File: config.mk
export PLATFORM = sky130hd
export DESIGN_NAME = video_test_pattern_sample_flat
export DESIGN_NICKNAME = d
export VERILOG_FILES = /design/src/vtps_pkg.sv /design/src/vtps_if.sv /design/src/vtps_div_stage.sv /design/src/video_test_pattern_sample.sv /design/src/flat_wrapper.sv
export SDC_FILE = /design/constraint.sdc
export NUM_CORES = 2
export LEC_CHECK = 0
export BUFFER_PORTS_ARGS = -buffer_cell sky130_fd_sc_hd__buf_2
export CORE_UTILIZATION = 55
export CTS_BUF_LIST = sky130_fd_sc_hd__clkbuf_8
export DETAILED_ROUTE_END_ITERATION = 16
export PLACE_DENSITY = 0.74
export SLEW_MARGIN = 20
export SYNTH_ARGS = -nofsm -noshare
export SYNTH_HDL_FRONTEND = slang
export SYNTH_SLANG_ARGS = --single-unit
File: constraint.sdc
create_clock -name clk -period 6.1 [get_ports clk]
set_clock_uncertainty 0.1 [all_clocks]
set_input_delay 0.61 -clock clk [delete_from_list [all_inputs] [get_ports clk]]
set_output_delay 0.61 -clock clk [all_outputs]
set_load 0.02 [all_outputs]
File: src/vtps_pkg.sv
package vtps_pkg;

  // Dividend width of the shared quotient pipeline: the largest numerator
  // is (row + 720) * 65535, which needs 29 bits.
  localparam int unsigned NUM_W = 29;

  // Pattern modes.
  localparam logic [2:0] MODE_RGBA   = 3'd1;
  localparam logic [2:0] MODE_STEP8  = 3'd2;
  localparam logic [2:0] MODE_RAMP16 = 3'd3;
  localparam logic [2:0] MODE_GRID8  = 3'd4;
  localparam logic [2:0] MODE_GRID10 = 3'd5;
  localparam logic [2:0] MODE_SCROLL = 3'd6;

  // Configuration register indexes.
  localparam logic [1:0] CFG_MODE   = 2'd0;
  localparam logic [1:0] CFG_WIDTH  = 2'd1;
  localparam logic [1:0] CFG_HEIGHT = 2'd2;

  // Plane codes.
  localparam logic [1:0] PLANE_LUMA = 2'd0;
  localparam logic [1:0] PLANE_CB   = 2'd1;
  localparam logic [1:0] PLANE_CR   = 2'd2;

  // How the final stage forms the sample.
  typedef enum logic [1:0] {
    KIND_DIRECT = 2'd0,
    KIND_STEP8  = 2'd1,
    KIND_Q16    = 2'd2,
    KIND_INV16  = 2'd3
  } kind_t;

  typedef struct packed {
    kind_t       kind;
    logic [31:0] value;
    logic        present;
  } side_t;

endpackage

File: src/vtps_if.sv
interface vtps_in_if;
  logic        valid;
  logic        ready;
  logic [1:0]  plane;
  logic [11:0] col;
  logic [11:0] row;
  logic [15:0] frame_index;

  modport source (output valid, output plane, output col, output row,
                  output frame_index, input ready);
  modport sink (input valid, input plane, input col, input row,
                input frame_index, output ready);
endinterface

interface vtps_out_if;
  logic        valid;
  logic        ready;
  logic [31:0] sample;
  logic        plane_present;

  modport source (output valid, output sample, output plane_present, input ready);
  modport sink (input valid, input sample, input plane_present, output ready);
endinterface

File: src/vtps_div_stage.sv
module vtps_div_stage
  import vtps_pkg::*;
#(
  parameter int unsigned DW = 13
) (
  input  logic             clk,
  input  logic             rst_n,
  input  logic             en,
  input  logic             in_valid,
  input  logic [DW-1:0]    in_rem,
  input  logic [NUM_W-1:0] in_nq,
  input  logic [DW-1:0]    in_d,
  input  side_t            in_side,
  output logic             out_valid_r,
  output logic [DW-1:0]    out_rem_r,
  output logic [NUM_W-1:0] out_nq_r,
  output logic [DW-1:0]    out_d_r,
  output side_t            out_side_r
);

  logic [DW:0]    trial;
  logic           ge;
  logic [DW-1:0]  rem_nxt;
  logic [DW:0]    diff;

  // One restoring step: bring down the next dividend bit and try the divisor.
  always_comb begin
    trial   = {in_rem, in_nq[NUM_W-1]};
    ge      = (trial >= {1'b0, in_d});
    diff    = trial - {1'b0, in_d};
    rem_nxt = ge ? diff[DW-1:0] : trial[DW-1:0];
  end

  always_ff @(posedge clk) begin
    if (!rst_n) begin
      out_valid_r <= 1'b0;
    end else if (en) begin
      out_valid_r <= in_valid;
    end
  end

  // The quotient bits shift in from the bottom as the dividend shifts out.
  always_ff @(posedge clk) begin
    if (en) begin
      out_rem_r  <= rem_nxt;
      out_nq_r   <= {in_nq[NUM_W-2:0], ge};
      out_d_r    <= in_d;
      out_side_r <= in_side;
    end
  end

endmodule

File: src/video_test_pattern_sample.sv
// An accepted input beat passes stages 0 to 2, the 29-stage quotient pipeline
// (one quotient bit per stage) and the output register. Throughput: one beat per
// cycle unless out_m.ready holds the output; every stage moves on its own.
// Reset (rst_n, synchronous, active low) empties the pipeline and sets
// pattern_mode to 5, frame_width to 1280 and frame_height to 720.
module video_test_pattern_sample
  import vtps_pkg::*;
#(
  parameter int unsigned MAX_DIM = 4096
) (
  input  logic        clk,
  input  logic        rst_n,
  input  logic        cfg_we,
  input  logic [1:0]  cfg_index,
  input  logic [12:0] cfg_data,
  vtps_in_if.sink     in_s,
  vtps_out_if.source  out_m
);

  localparam int unsigned DW = $clog2(MAX_DIM + 4096);

  // Configuration registers.
  logic [2:0]    mode_r;
  logic [12:0]   width_r;
  logic [12:0]   height_r;
  logic [DW-1:0] w_eff_r;
  logic [DW-1:0] h_eff_r;
  logic [DW-1:0] w_eff_nxt;
  logic [DW-1:0] h_eff_nxt;

  always_ff @(posedge clk) begin
    if (!rst_n) begin
      mode_r   <= 3'd5;
      width_r  <= 13'd1280;
      height_r <= 13'd720;
    end else if (cfg_we) begin
      unique case (cfg_index)
        CFG_MODE:   mode_r   <= cfg_data[2:0];
        CFG_WIDTH:  width_r  <= cfg_data;
        CFG_HEIGHT: height_r <= cfg_data;
        default: ;
      endcase
    end
  end

  // Clamp the dimensions into 2 .. MAX_DIM.
  always_comb begin
    if (width_r < 13'd2) begin
      w_eff_nxt = DW'(2);
    end else if (32'(width_r) > MAX_DIM) begin
      w_eff_nxt = DW'(MAX_DIM);
    end else begin
      w_eff_nxt = DW'(width_r);
    end
    if (height_r < 13'd2) begin
      h_eff_nxt = DW'(2);
    end else if (32'(height_r) > MAX_DIM) begin
      h_eff_nxt = DW'(MAX_DIM);
    end else begin
      h_eff_nxt = DW'(height_r);
    end
  end

  always_ff @(posedge clk) begin
    w_eff_r <= w_eff_nxt;
    h_eff_r <= h_eff_nxt;
  end

  // Stage enables: a stage moves when it is empty or its successor moves.
  localparam int unsigned NSTG = NUM_W;
  logic            en0, en1, en2, en_o;
  logic [NSTG-1:0] en_d;
  logic [NSTG-1:0] dv;
  logic            v0_r, v1_r, v2_r, out_v_r;

  assign en_o = !out_v_r || out_m.ready;
  assign en_d[NSTG-1] = !dv[NSTG-1] || en_o;
  for (genvar i = 0; i < NSTG - 1; i++) begin : g_en
    assign en_d[i] = !dv[i] || en_d[i+1];
  end
  assign en2 = !v2_r || en_d[0];
  assign en1 = !v1_r || en2;
  assign en0 = !v0_r || en1;
  assign in_s.ready = en0;

  // Stage 0: capture the beat with the diagonal sum and distance.
  logic [1:0]  p0_plane_r;
  logic [11:0] p0_x_r, p0_y_r;
  logic [15:0] p0_fi_r;
  logic [12:0] p0_s_r;
  logic [11:0] p0_d_r;

  always_ff @(posedge clk) begin
    if (!rst_n) begin
      v0_r <= 1'b0;
    end else if (en0) begin
      v0_r <= in_s.valid;
    end
  end

  always_ff @(posedge clk) begin
    if (en0) begin
      p0_plane_r <= in_s.plane;
      p0_x_r     <= in_s.col;
      p0_y_r     <= in_s.row;
      p0_fi_r    <= in_s.frame_index;
      p0_s_r     <= 13'(in_s.col) + 13'(in_s.row);
      p0_d_r     <= (in_s.col >= in_s.row) ? in_s.col - in_s.row : in_s.row - in_s.col;
    end
  end

  // Stage 1: quotients by 5 and 9 through reciprocal multiplication.
  logic [1:0]  p1_plane_r;
  logic [11:0] p1_x_r, p1_y_r;
  logic [15:0] p1_fi_r;
  logic [12:0] p1_s_r;
  logic [11:0] p1_d_r;
  logic [8:0]  p1_qs_r;
  logic [7:0]  p1_qd_r;
  logic [9:0]  p1_qf_r;
  logic [25:0] prod_s, prod_d, prod_f;

  always_comb begin
    prod_s = 26'(p0_s_r[12:2]) * 26'd13108;
    prod_d = 26'(p0_d_r[11:2]) * 26'd13108;
    prod_f = 26'(p0_fi_r[15:3]) * 26'd7282;
  end

  always_ff @(posedge clk) begin
    if (!rst_n) begin
      v1_r <= 1'b0;
    end else if (en1) begin
      v1_r <= v0_r;
    end
  end

  always_ff @(posedge clk) begin
    if (en1) begin
      p1_plane_r <= p0_plane_r;
      p1_x_r     <= p0_x_r;
      p1_y_r     <= p0_y_r;
      p1_fi_r    <= p0_fi_r;
      p1_s_r     <= p0_s_r;
      p1_d_r     <= p0_d_r;
      p1_qs_r    <= prod_s[24:16];
      p1_qd_r    <= prod_d[23:16];
      p1_qf_r    <= prod_f[25:16];
    end
  end

  // Stage 2: residues, grid values, scroll offset and divider operands.
  logic [10:0]      rs_full;
  logic [9:0]       rd_full;
  logic [12:0]      rf_full;
  logic [4:0]       m20s, m20d;
  logic [3:0]       m10s, m10d;
  logic [6:0]       fm72;
  logic [9:0]       shift;
  logic [12:0]      yy;
  logic [8:0]       grid_v;
  logic             chroma_line;
  logic [NUM_W-1:0] num_nxt;
  logic [DW-1:0]    den_nxt;
  side_t            side_nxt;
  logic [NUM_W-1:0] p2_num_r;
  logic [DW-1:0]    p2_den_r;
  side_t            p2_side_r;

  always_comb begin
    rs_full = p1_s_r[12:2] - 11'(p1_qs_r * 4'd5);
    rd_full = p1_d_r[11:2] - 10'(p1_qd_r * 4'd5);
    rf_full = p1_fi_r[15:3] - 13'(p1_qf_r * 4'd9);
    m20s = {rs_full[2:0], p1_s_r[1:0]};
    m20d = {rd_full[2:0], p1_d_r[1:0]};
    m10s = (m20s >= 5'd10) ? 4'(m20s - 5'd10) : m20s[3:0];
    m10d = (m20d >= 5'd10) ? 4'(m20d - 5'd10) : m20d[3:0];
    // frame_index mod 72, then the scroll offset 720 - 10 * that.
    fm72  = {rf_full[3:0], p1_fi_r[2:0]};
    shift = 10'd720 - 10'(fm72 * 4'd10);
    yy    = 13'(p1_y_r) + 13'(shift);
    chroma_line = (m10s == 4'd0) || (m10d == 4'd0);

    if (p1_plane_r == PLANE_LUMA) begin
      if (m20s == 5'd0 || m20d == 5'd0) begin
        grid_v = 9'd82;
      end else if (m20s == 5'd1 || m20d == 5'd1 || m20s == 5'd19 || m20d == 5'd19) begin
        grid_v = 9'd49;
      end else begin
        grid_v = 9'd16;
      end
    end else if (p1_plane_r == PLANE_CB) begin
      grid_v = chroma_line ? 9'd90 : 9'd128;
    end else begin
      grid_v = chroma_line ? 9'd240 : 9'd128;
    end

    num_nxt = '0;
    den_nxt = DW'(1);
    side_nxt.kind    = KIND_DIRECT;
    side_nxt.value   = '0;
    side_nxt.present = 1'b0;

    if (p1_plane_r != 2'd3) begin
      unique case (mode_r)
        MODE_RGBA: begin
          if (p1_plane_r == PLANE_LUMA) begin
            side_nxt.present = 1'b1;
            side_nxt.value   = {8'h00, 8'hFF, p1_y_r[7:0], p1_x_r[7:0]};
          end
        end
        MODE_STEP8: begin
          side_nxt.present = 1'b1;
          if (p1_plane_r == PLANE_LUMA) begin
            side_nxt.kind = KIND_STEP8;
            num_nxt = NUM_W'({p1_x_r, 8'h00} - 20'(p1_x_r));
            den_nxt = w_eff_r + DW'(p1_y_r) - DW'(1);
          end else begin
            side_nxt.value = 32'd128;
          end
        end
        MODE_RAMP16, MODE_SCROLL: begin
          side_nxt.present = 1'b1;
          if (p1_plane_r == PLANE_LUMA) begin
            side_nxt.value = 32'd32768;
          end else if (p1_plane_r == PLANE_CB) begin
            side_nxt.kind = KIND_Q16;
            num_nxt = NUM_W'({p1_x_r, 16'h0000} - 28'(p1_x_r));
            den_nxt = w_eff_r - DW'(1);
          end else if (mode_r == MODE_RAMP16) begin
            side_nxt.kind = KIND_INV16;
            num_nxt = NUM_W'({p1_y_r, 16'h0000} - 28'(p1_y_r));
            den_nxt = h_eff_r - DW'(1);
          end else begin
            side_nxt.kind = KIND_INV16;
            num_nxt = {yy, 16'h0000} - NUM_W'(yy);
            den_nxt = DW'(719);
          end
        end
        MODE_GRID8, MODE_GRID10: begin
          side_nxt.present = 1'b1;
          side_nxt.value = (mode_r == MODE_GRID10) ? {21'd0, grid_v, 2'b00}
                                                   : {23'd0, grid_v};
        end
        default: ;
      endcase
    end
  end

  always_ff @(posedge clk) begin
    if (!rst_n) begin
      v2_r <= 1'b0;
    end else if (en2) begin
      v2_r <= v1_r;
    end
  end

  always_ff @(posedge clk) begin
    if (en2) begin
      p2_num_r  <= num_nxt;
      p2_den_r  <= den_nxt;
      p2_side_r <= side_nxt;
    end
  end

  // Quotient pipeline: one bit per stage.
  logic [DW-1:0]    drem [NSTG];
  logic [NUM_W-1:0] dnq  [NSTG];
  logic [DW-1:0]    dden [NSTG];
  side_t            dside[NSTG];

  for (genvar i = 0; i < NSTG; i++) begin : g_div
    if (i == 0) begin : g_first
      vtps_div_stage #(.DW(DW)) u_stage (
        .clk        (clk),
        .rst_n      (rst_n),
        .en         (en_d[i]),
        .in_valid   (v2_r),
        .in_rem     ('0),
        .in_nq      (p2_num_r),
        .in_d       (p2_den_r),
        .in_side    (p2_side_r),
        .out_valid_r(dv[i]),
        .out_rem_r  (drem[i]),
        .out_nq_r   (dnq[i]),
        .out_d_r    (dden[i]),
        .out_side_r (dside[i])
      );
    end else begin : g_rest
      vtps_div_stage #(.DW(DW)) u_stage (
        .clk        (clk),
        .rst_n      (rst_n),
        .en         (en_d[i]),
        .in_valid   (dv[i-1]),
        .in_rem     (drem[i-1]),
        .in_nq      (dnq[i-1]),
        .in_d       (dden[i-1]),
        .in_side    (dside[i-1]),
        .out_valid_r(dv[i]),
        .out_rem_r  (drem[i]),
        .out_nq_r   (dnq[i]),
        .out_d_r    (dden[i]),
        .out_side_r (dside[i])
      );
    end
  end

  // Output register: form the sample from the quotient or the direct value.
  logic [NUM_W-1:0] quo;
  logic [31:0]      sample_nxt;
  logic [31:0]      sample_r;
  logic             present_r;

  always_comb begin
    quo = dnq[NSTG-1];
    unique case (dside[NSTG-1].kind)
      KIND_DIRECT: sample_nxt = dside[NSTG-1].value;
      KIND_STEP8:  sample_nxt = {24'd0, quo[7:3], 3'b000};
      KIND_Q16:    sample_nxt = {16'd0, quo[15:0]};
      KIND_INV16:  sample_nxt = {16'd0, ~quo[15:0]};
      default:     sample_nxt = '0;
    endcase
  end

  always_ff @(posedge clk) begin
    if (!rst_n) begin
      out_v_r <= 1'b0;
    end else if (en_o) begin
      out_v_r <= dv[NSTG-1];
    end
  end

  always_ff @(posedge clk) begin
    if (en_o) begin
      sample_r  <= sample_nxt;
      present_r <= dside[NSTG-1].present;
    end
  end

  assign out_m.valid         = out_v_r;
  assign out_m.sample        = sample_r;
  assign out_m.plane_present = present_r;

endmodule

File: src/flat_wrapper.sv
// flat-port wrapper written by rule: the top's interface ports become plain ports
module video_test_pattern_sample_flat import vtps_pkg::*;
#(
  parameter int unsigned MAX_DIM = 4096
)
  (clk, rst_n, cfg_we, cfg_index, cfg_data, in_s_valid, in_s_plane, in_s_col, in_s_row, in_s_frame_index, in_s_ready, out_m_valid, out_m_sample, out_m_plane_present, out_m_ready);
  vtps_in_if in_s_i ();
  vtps_out_if out_m_i ();
  input  logic clk;
  input  logic rst_n;
  input  logic cfg_we;
  input  logic [1:0] cfg_index;
  input  logic [12:0] cfg_data;
  input wire logic [$bits(in_s_i.valid)-1:0] in_s_valid;
  input wire logic [$bits(in_s_i.plane)-1:0] in_s_plane;
  input wire logic [$bits(in_s_i.col)-1:0] in_s_col;
  input wire logic [$bits(in_s_i.row)-1:0] in_s_row;
  input wire logic [$bits(in_s_i.frame_index)-1:0] in_s_frame_index;
  output wire logic [$bits(in_s_i.ready)-1:0] in_s_ready;
  output wire logic [$bits(out_m_i.valid)-1:0] out_m_valid;
  output wire logic [$bits(out_m_i.sample)-1:0] out_m_sample;
  output wire logic [$bits(out_m_i.plane_present)-1:0] out_m_plane_present;
  input wire logic [$bits(out_m_i.ready)-1:0] out_m_ready;
  assign in_s_i.valid = in_s_valid;
  assign in_s_i.plane = in_s_plane;
  assign in_s_i.col = in_s_col;
  assign in_s_i.row = in_s_row;
  assign in_s_i.frame_index = in_s_frame_index;
  assign in_s_ready = in_s_i.ready;
  assign out_m_valid = out_m_i.valid;
  assign out_m_sample = out_m_i.sample;
  assign out_m_plane_present = out_m_i.plane_present;
  assign out_m_i.ready = out_m_ready;
  video_test_pattern_sample #(.MAX_DIM(MAX_DIM)) u_core (.clk(clk), .rst_n(rst_n), .cfg_we(cfg_we), .cfg_index(cfg_index), .cfg_data(cfg_data), .in_s(in_s_i), .out_m(out_m_i));
endmodule
Yosys cells after proc, flatten, opt, wreduce, memory -nomap -nowiden
Index checks and enable logic that the tools add are counted.
- bits in registers: 2906
- bits of input ports: 62
- output and inout port bits: 35
- word-level logic and storage cells: 486
- add/subtract/negate cells: 46
- multiply operators: 7
- $lt $le $gt $ge: 36
- eq/ne operators: 17
- multiplexer cells: 59
- bitwise logic cells: 1
- reductions and logical operators: 85
- operator list (cell ; number):
    $mux W13 ; 33
    $ge A14 B13 Y1 ; 28
    $sub A13 B13 Y13 ; 27
    $pmux W33 S4 ; 1
    $pmux W32 S4 ; 1
    $mux W29 ; 4
    $pmux W29 S2 ; 1
    $sub A28 B12 Y29 ; 2
    $sub A13 B1 Y13 const B ; 3
    $logic_or A1 B1 Y1 ; 38
    $logic_not A1 Y1 ; 33
    $sub A29 B13 Y29 ; 1
    $mux W9 ; 3
    $gt A13 B13 Y1 const B ; 2
    $lt A13 B2 Y1 const B ; 2
    $pmux W13 S2 ; 1
    $mul A13 B12 Y25 const B ; 1
    $mux W25 ; 1
    $sub A12 B12 Y12 ; 2
    $mul A11 B12 Y23 const B ; 1
    $mul A10 B12 Y22 const B ; 1
    $sub A20 B12 Y21 ; 1
    $mux W16 ; 1
    $mux W8 ; 2
    37 further kinds ; 61

Longest topological paths before layout
- depth after elaboration: 34
- mapped depth: 25

Modules after synthesis
Synthesis repeated with hierarchy kept, for this count alone.
- cell total of the unflattened synthesis: 8093
- area, all modules: 125845.7 um^2
- modules (own cells, without submodules) (module ; times used ; cells each ; area each (um^2)):
    vtps_div_stage ; 29 ; 211 ; 3646.0
    video_test_pattern_sample ; 1 ; 1974 ; 20111.8

Least setup slack after synthesis
No wires, ideal clock.
- path type: input port to flip-flop
- start point: input out_m_ready
- end point: register u_core.g_div[15].g_rest.u_stage.out_d_r[0] (enable)
- library setup time: 0.969 ns
- arrival: 5.158 ns
- required time: 5.031 ns
- path slack: -0.127 ns
- cell stages on the path: 7
- buffers on the path: 0
- path through: nor2b_1 > inv_1 > nor3_1 > and2_0 > inv_1 > nor3_1 > nand4_1
- longest elaborated chain between the ends: 15
- ends and longest elaborated chain (what ; line ; RTL):
    from (decl) ; flat_wrapper.sv:23 ; input wire logic [$bits(out_m_i.ready)-1:0] out_m_ready;
    $logic_or A1 B1 Y1 ; video_test_pattern_sample.sv:76 ; assign en_o = !out_v_r || out_m.ready;
    net u_core.en_o ; video_test_pattern_sample.sv:71 ; logic en0, en1, en2, en_o;
    $logic_or A1 B1 Y1 ; video_test_pattern_sample.sv:77 ; assign en_d[NSTG-1] = !dv[NSTG-1] || en_o;
    $logic_or A1 B1 Y1 (5 in series) ; video_test_pattern_sample.sv:79 ; assign en_d[i] = !dv[i] || en_d[i+1];
    net u_core.g_div[23].g_rest.u_stage.en ; vtps_div_stage.sv:8 ; input logic en,
    $logic_or A1 B1 Y1 (8 in series) ; video_test_pattern_sample.sv:79 ;
    net u_core.g_div[15].g_rest.u_stage.en ; vtps_div_stage.sv:8 ;
    to (signal assigned) ; vtps_div_stage.sv:47 ; out_d_r <= in_d;
    to (decl) ; vtps_div_stage.sv:17 ; output logic [DW-1:0] out_d_r,
The timed path passes the listed nets, and every way through them passes these cells.
A chain may end at the register's enable or synchronous reset.

Worst setup path after layout
- start point: register u_core.p1_fi_r[5]
- end point: register u_core.p2_num_r[26], data pin
- longest elaborated chain between the ends: 9
- ends and longest elaborated chain (what ; line ; RTL):
    from (decl) ; video_test_pattern_sample.sv:115 ; logic [15:0] p1_fi_r;
    from (signal assigned) ; video_test_pattern_sample.sv:142 ; p1_fi_r <= p0_fi_r;
    $sub A4 B4 Y4 ; video_test_pattern_sample.sv:172 ; rf_full = p1_fi_r[15:3] - 13'(p1_qf_r * 4'd9);
    $mul A7 B3 Y9 ; video_test_pattern_sample.sv:179 ; shift = 10'd720 - 10'(fm72 * 4'd10);
    $sub A10 B10 Y10 ; video_test_pattern_sample.sv:179 ;
    $add A12 B10 Y13 ; video_test_pattern_sample.sv:180 ; yy = 13'(p1_y_r) + 13'(shift);
    $sub A29 B13 Y29 ; video_test_pattern_sample.sv:235 ; num_nxt = {yy, 16'h0000} - NUM_W'(yy);
    $mux W29 ; video_test_pattern_sample.sv:229 ; end else if (mode_r == MODE_RAMP16) begin
    $mux W29 ; video_test_pattern_sample.sv:225 ; end else if (p1_plane_r == PLANE_CB) begin
    $mux W29 ; video_test_pattern_sample.sv:223 ; if (p1_plane_r == PLANE_LUMA) begin
    $pmux W29 S2 ; video_test_pattern_sample.sv:204 ; unique case (mode_r)
    to (signal assigned) ; video_test_pattern_sample.sv:259 ; p2_num_r <= num_nxt;
    to (decl) ; video_test_pattern_sample.sv:165 ; logic [NUM_W-1:0] p2_num_r;
Every way passes these cells.

==> flow_metrics.env <==
export IMPL_rr_worst_depth=24
export IMPL_max_slew_worst_pin_slew_ns=1.15
export IMPL_clkSinkCount=2136
export IMPL_worst_path_max_fanout=4
export IMPL_hold_violations=0
export IMPL_synth_commonest_cells="edfxtp_1 (2048), inv_1 (766), ha_1 (600), a21oi_1 (366), nand2_1 (341)"
export IMPL_avgRoutedWirePerCell_um=18.8
export IMPL_gp_congestion=0.901
export IMPL_synthFlopType="edfxtp_1"
export IMPL_multi_input_area_sq_um=30800
export IMPL_clock_latency_ns=1.03
export IMPL_yosysUniqueCellTypes=86
export IMPL_slew_headroom_pct=22.6
export IMPL_grt_util_all_layers_pct=20.9
export IMPL_antenna_found_initial=5
export IMPL_power_leakage_nw=43.1
export IMPL_postSynthCellCount=6902
export IMPL_h_tree_depth=5
export IMPL_yosysWarnings=0
export IMPL_slew_violations=0
export IMPL_synth_edf_count=2048
export IMPL_nNetsFinal=8139
export IMPL_start_kind="register"
export IMPL_synth_area_per_cell_sq_um=14.1
export IMPL_regArea_sq_um=63300
export IMPL_timing_rr_end="u_core.p2_num_r[26]$_SDFFCE_PN0P_"
export IMPL_path_class="register to register"
export IMPL_period_share_pct=96.0
export IMPL_die_h_um=423
export IMPL_critical_path_required_ns=6.70
export IMPL_fp_dieW_um=423
export IMPL_switchingPower_mw=20.3
export IMPL_yosysTopAreaCellShare_pct=63.2
export IMPL_pin_count=97
export IMPL_grt_ovfl_total=0
export IMPL_clock_path_buffers=4
export IMPL_p_total_mw=57.5
export IMPL_cts_tree="yes"
export IMPL_worstPathArrival_ns=6.46
export IMPL_portBuffers=88
export IMPL_ys_seq_elements=2136
export IMPL_setup_worst_path_start="u_core.p1_fi_r[5]$_DFFE_PP_"
export IMPL_p_seq_share_pct=35.7
export IMPL_min_period_ns=5.86
export IMPL_yosysMostFrequentCell="edfxtp_1"
export IMPL_rrSetupSlack_ns=0.24
export IMPL_grt_max_degree=75
export IMPL_ir_worst_vdd_v=0.000962
export IMPL_ys_top_cells_by_area="edfxtp_1 (63%), ha_1 (7.7%), inv_1 (3.0%)"
export IMPL_cts_root_buf="clkbuf_8"
export IMPL_stdcell_area_sq_um=108000
export IMPL_fmax_mhz=171
export IMPL_synthToLayoutAreaGrowth_pct=10.8
export IMPL_netlist_area_sq_um=97300
export IMPL_final_setup_viol_count=0
export IMPL_dieArea_sq_um=179000
export IMPL_dp_cells=9263
export IMPL_hold_class="input port to register"
export IMPL_stdcell_count=9921
export IMPL_clk_pin_slew_ns=0.06
export IMPL_via_per_inst=5.47
export IMPL_post_route_util_pct=61.6
export IMPL_drv_cap=0
export IMPL_drt_antenna_violating_nets=0
export IMPL_crit_end="u_core.p2_num_r[26]$_SDFFCE_PN0P_"
export IMPL_grt_pass1_vias=54900
export IMPL_synth_seq_area_share_pct=65.0
export IMPL_postPlaceCellArea_sq_um=101000
export IMPL_vias=54300
export IMPL_p_int_mw=37.2
export IMPL_status="finished clean"
export IMPL_grt_first_pass_wirelength_mm=295
export IMPL_drt_initial_drc_count=3468
export IMPL_end_kind="register"
export IMPL_drive_gt1_share_pct=12.5
export IMPL_clkPwrFrac_pct=19.3
export IMPL_numCtsBuffers=347
export IMPL_first_pass_iters=5
export IMPL_synth_async_reset_ratio_pct=0
export IMPL_nFillCells=12800
export IMPL_wirelength_mm=187
export IMPL_coreArea_sq_um=175000
export IMPL_drcViolationCount=0
export IMPL_yosys_area_top_type="edfxtp_1"
export IMPL_worstReg2RegStart="u_core.p1_fi_r[5]$_DFFE_PP_"
export IMPL_hpwl_mm=135
export IMPL_rows=153
export IMPL_combPwrFrac_pct=45.0
export IMPL_sw_frac_of_total_pct=35.3
export IMPL_powerDensity_nw_per_um2=534
export IMPL_initial_core_util_pct=55.6
==> kinds of logic (layout without fill, tap and decap cells) <==
| logic type | Yosys count | after routing | share of synthesized area, % |
|---|---|---|---|
| buffers and inverters | 894 | 1574 | 3.53 |
| XOR/XNOR | 388 | 388 | 3.51 |
| adder cells (fa/ha/maj) | 722 | 722 | 10.2 |
| AND/OR/NAND/NOR | 1321 | 1321 | 6.60 |
| multiplexers | 312 | 312 | 3.53 |
| other | 1 | 15 | 0.00386 |
| AO/OA/AOI/OAI | 1128 | 1128 | 7.55 |
| flip-flops | 2136 | 2136 | 65.0 |
==> sequential cells by signal (all words and copies together) (netlist names), 16 cells and up <==
signal	count
u_core.p0_fi_r	16
u_core.g_div.g_first.u_stage.out_nq_r	28
u_core.p2_side_r	20
u_core.g_div.g_rest.u_stage.out_d_r	351
u_core.g_div.g_rest.u_stage.out_nq_r	514
u_core.g_div.g_rest.u_stage.out_valid_r	28
u_core.g_div.g_first.u_stage.out_side_r	20
u_core.out_m.sample	17
u_core.g_div.g_rest.u_stage.out_side_r	560
u_core.p2_num_r	29
u_core.g_div.g_rest.u_stage.out_rem_r	351
==> metrics by stage <==
stage	hold WS, ns	setup TNS (ns)	setup WS [ns]
2_1_floorplan	0.300	0	0.00174
3_3_place_gp	0.300	0	0.224
3_5_place_dp	0.305	0	0.254
4_1_cts	0.0456	0	0.211
5_1_grt	0.114	-0.0161	-0.0161
6_report	0.151	0	0.242
==> power groups by stage <==
stage / Combinational (mW) / Clock, mW / Sequential, mW
finish: 25.9 / 11.1 / 20.5
global route: 28.8 / 12.0 / 20.8
CTS: 25.3 / 11.4 / 20.5
global placement: 24.5 / 0 / 20.7
floorplan: 19.9 / 0 / 20.3
detailed placement: 25.0 / 0 / 20.8
==> worst min path at each step <==
| stage | cells past startpoint | endpoint | startpoint |
|---|---|---|---|
| after global routing | 3 | u_core.mode_r[0]$_SDFFE_PN1P_ | cfg_we |
| after global placement | 0 | u_core.p1_y_r[7]$_DFFE_PP_ | u_core.p0_y_r[7]$_DFFE_PP_ |
| final | 3 | u_core.mode_r[0]$_SDFFE_PN1P_ | cfg_we |
| after detailed placement | 0 | u_core.g_div[10].g_rest.u_stage.out_nq_r[25]$_DFFE_PP_ | u_core.g_div[9].g_rest.u_stage.out_nq_r[24]$_DFFE_PP_ |
| after floorplan | 0 | u_core.g_div[0].g_first.u_stage.out_nq_r[10]$_DFFE_PP_ | u_core.p2_num_r[9]$_SDFFCE_PN0P_ |
| after CTS | 5 | u_core.width_r[2]$_SDFFE_PN0P_ | cfg_we |
==> cell type report <==
class	count	share of cell area, %
clock buffer	358	4.57
sequential	2136	58.7
inverter	767	2.68
antenna	7	0.0163
clock inverter	225	1.11
timing repair buffer	224	1.56
multi-input combinational	3879	28.6
tap	2325	2.70
==> cell usage in the layout, fill, tap and decap left out, types with 23 or more instances in the layout <==
master and count:
edfxtp_1 2048, inv_1 854, ha_1 597, a21oi_1 362, clkbuf_8 358, nand2_1 330, nor2_1 326, xnor2_1 289
mux2_2 251, o21ai_0 176, nor3_1 127, nor2b_1 124, fa_1 122, nand3_1 95, xor2_1 94, o21a_1 89
dfxtp_1 88, buf_2 87, a211oi_1 76, nand4_1 71, buf_4 69, a21o_1 65, dlygate4sd3_1 63, mux2i_1 61
clkinv_1 52, clkinv_2 51, or3_1 47, o211ai_1 40, a21boi_0 39, and3_1 38, nand2b_1 32, o22ai_1 24
a31oi_1 23
==> routing by layer <==
layer / wire, um / vias up / share of wire, % / GRT usage (%)
li1: - / 26300 / - / -
met1: 79000 / 26300 / 42 / 26.2
met2: 92900 / 1288 / 50 / 36.2
met3: 7730 / 412 / 4.1 / 3.18
met4: 6920 / 2 / 3.7 / 8.30
met5: 13 / - / 0.0070 / 0
==> what timing repair did <==
action	CTS	global route
buffers inserted	0	4
setup endpoints to repair	0	14
hold buffers	62	1
hold endpoints to repair	75	4
resized for setup	0	14
==> critical path, stage by stage, from the launching register on <==
cell and delay, ns:
edfxtp_1 0.38, inv_1 0.13, ha_2 0.20, fa_1 0.46
fa_1 0.51, inv_1 0.09, ha_4 0.28, inv_1 0.05
fa_1 0.45, inv_1 0.08, a21o_1 0.11, a21oi_1 0.07
xnor2_1 0.14, a21oi_1 0.17, xor2_1 0.20, xnor2_1 0.17
ha_1 0.29, a21o_1 0.20, a31oi_1 0.16, a21oi_1 0.10
a211oi_2 0.47, buf_4 0.22, and4b_1 0.19, o311ai_2 0.24
a21oi_1 0.12
Note: power is estimated with default switching activity, not from simulation.
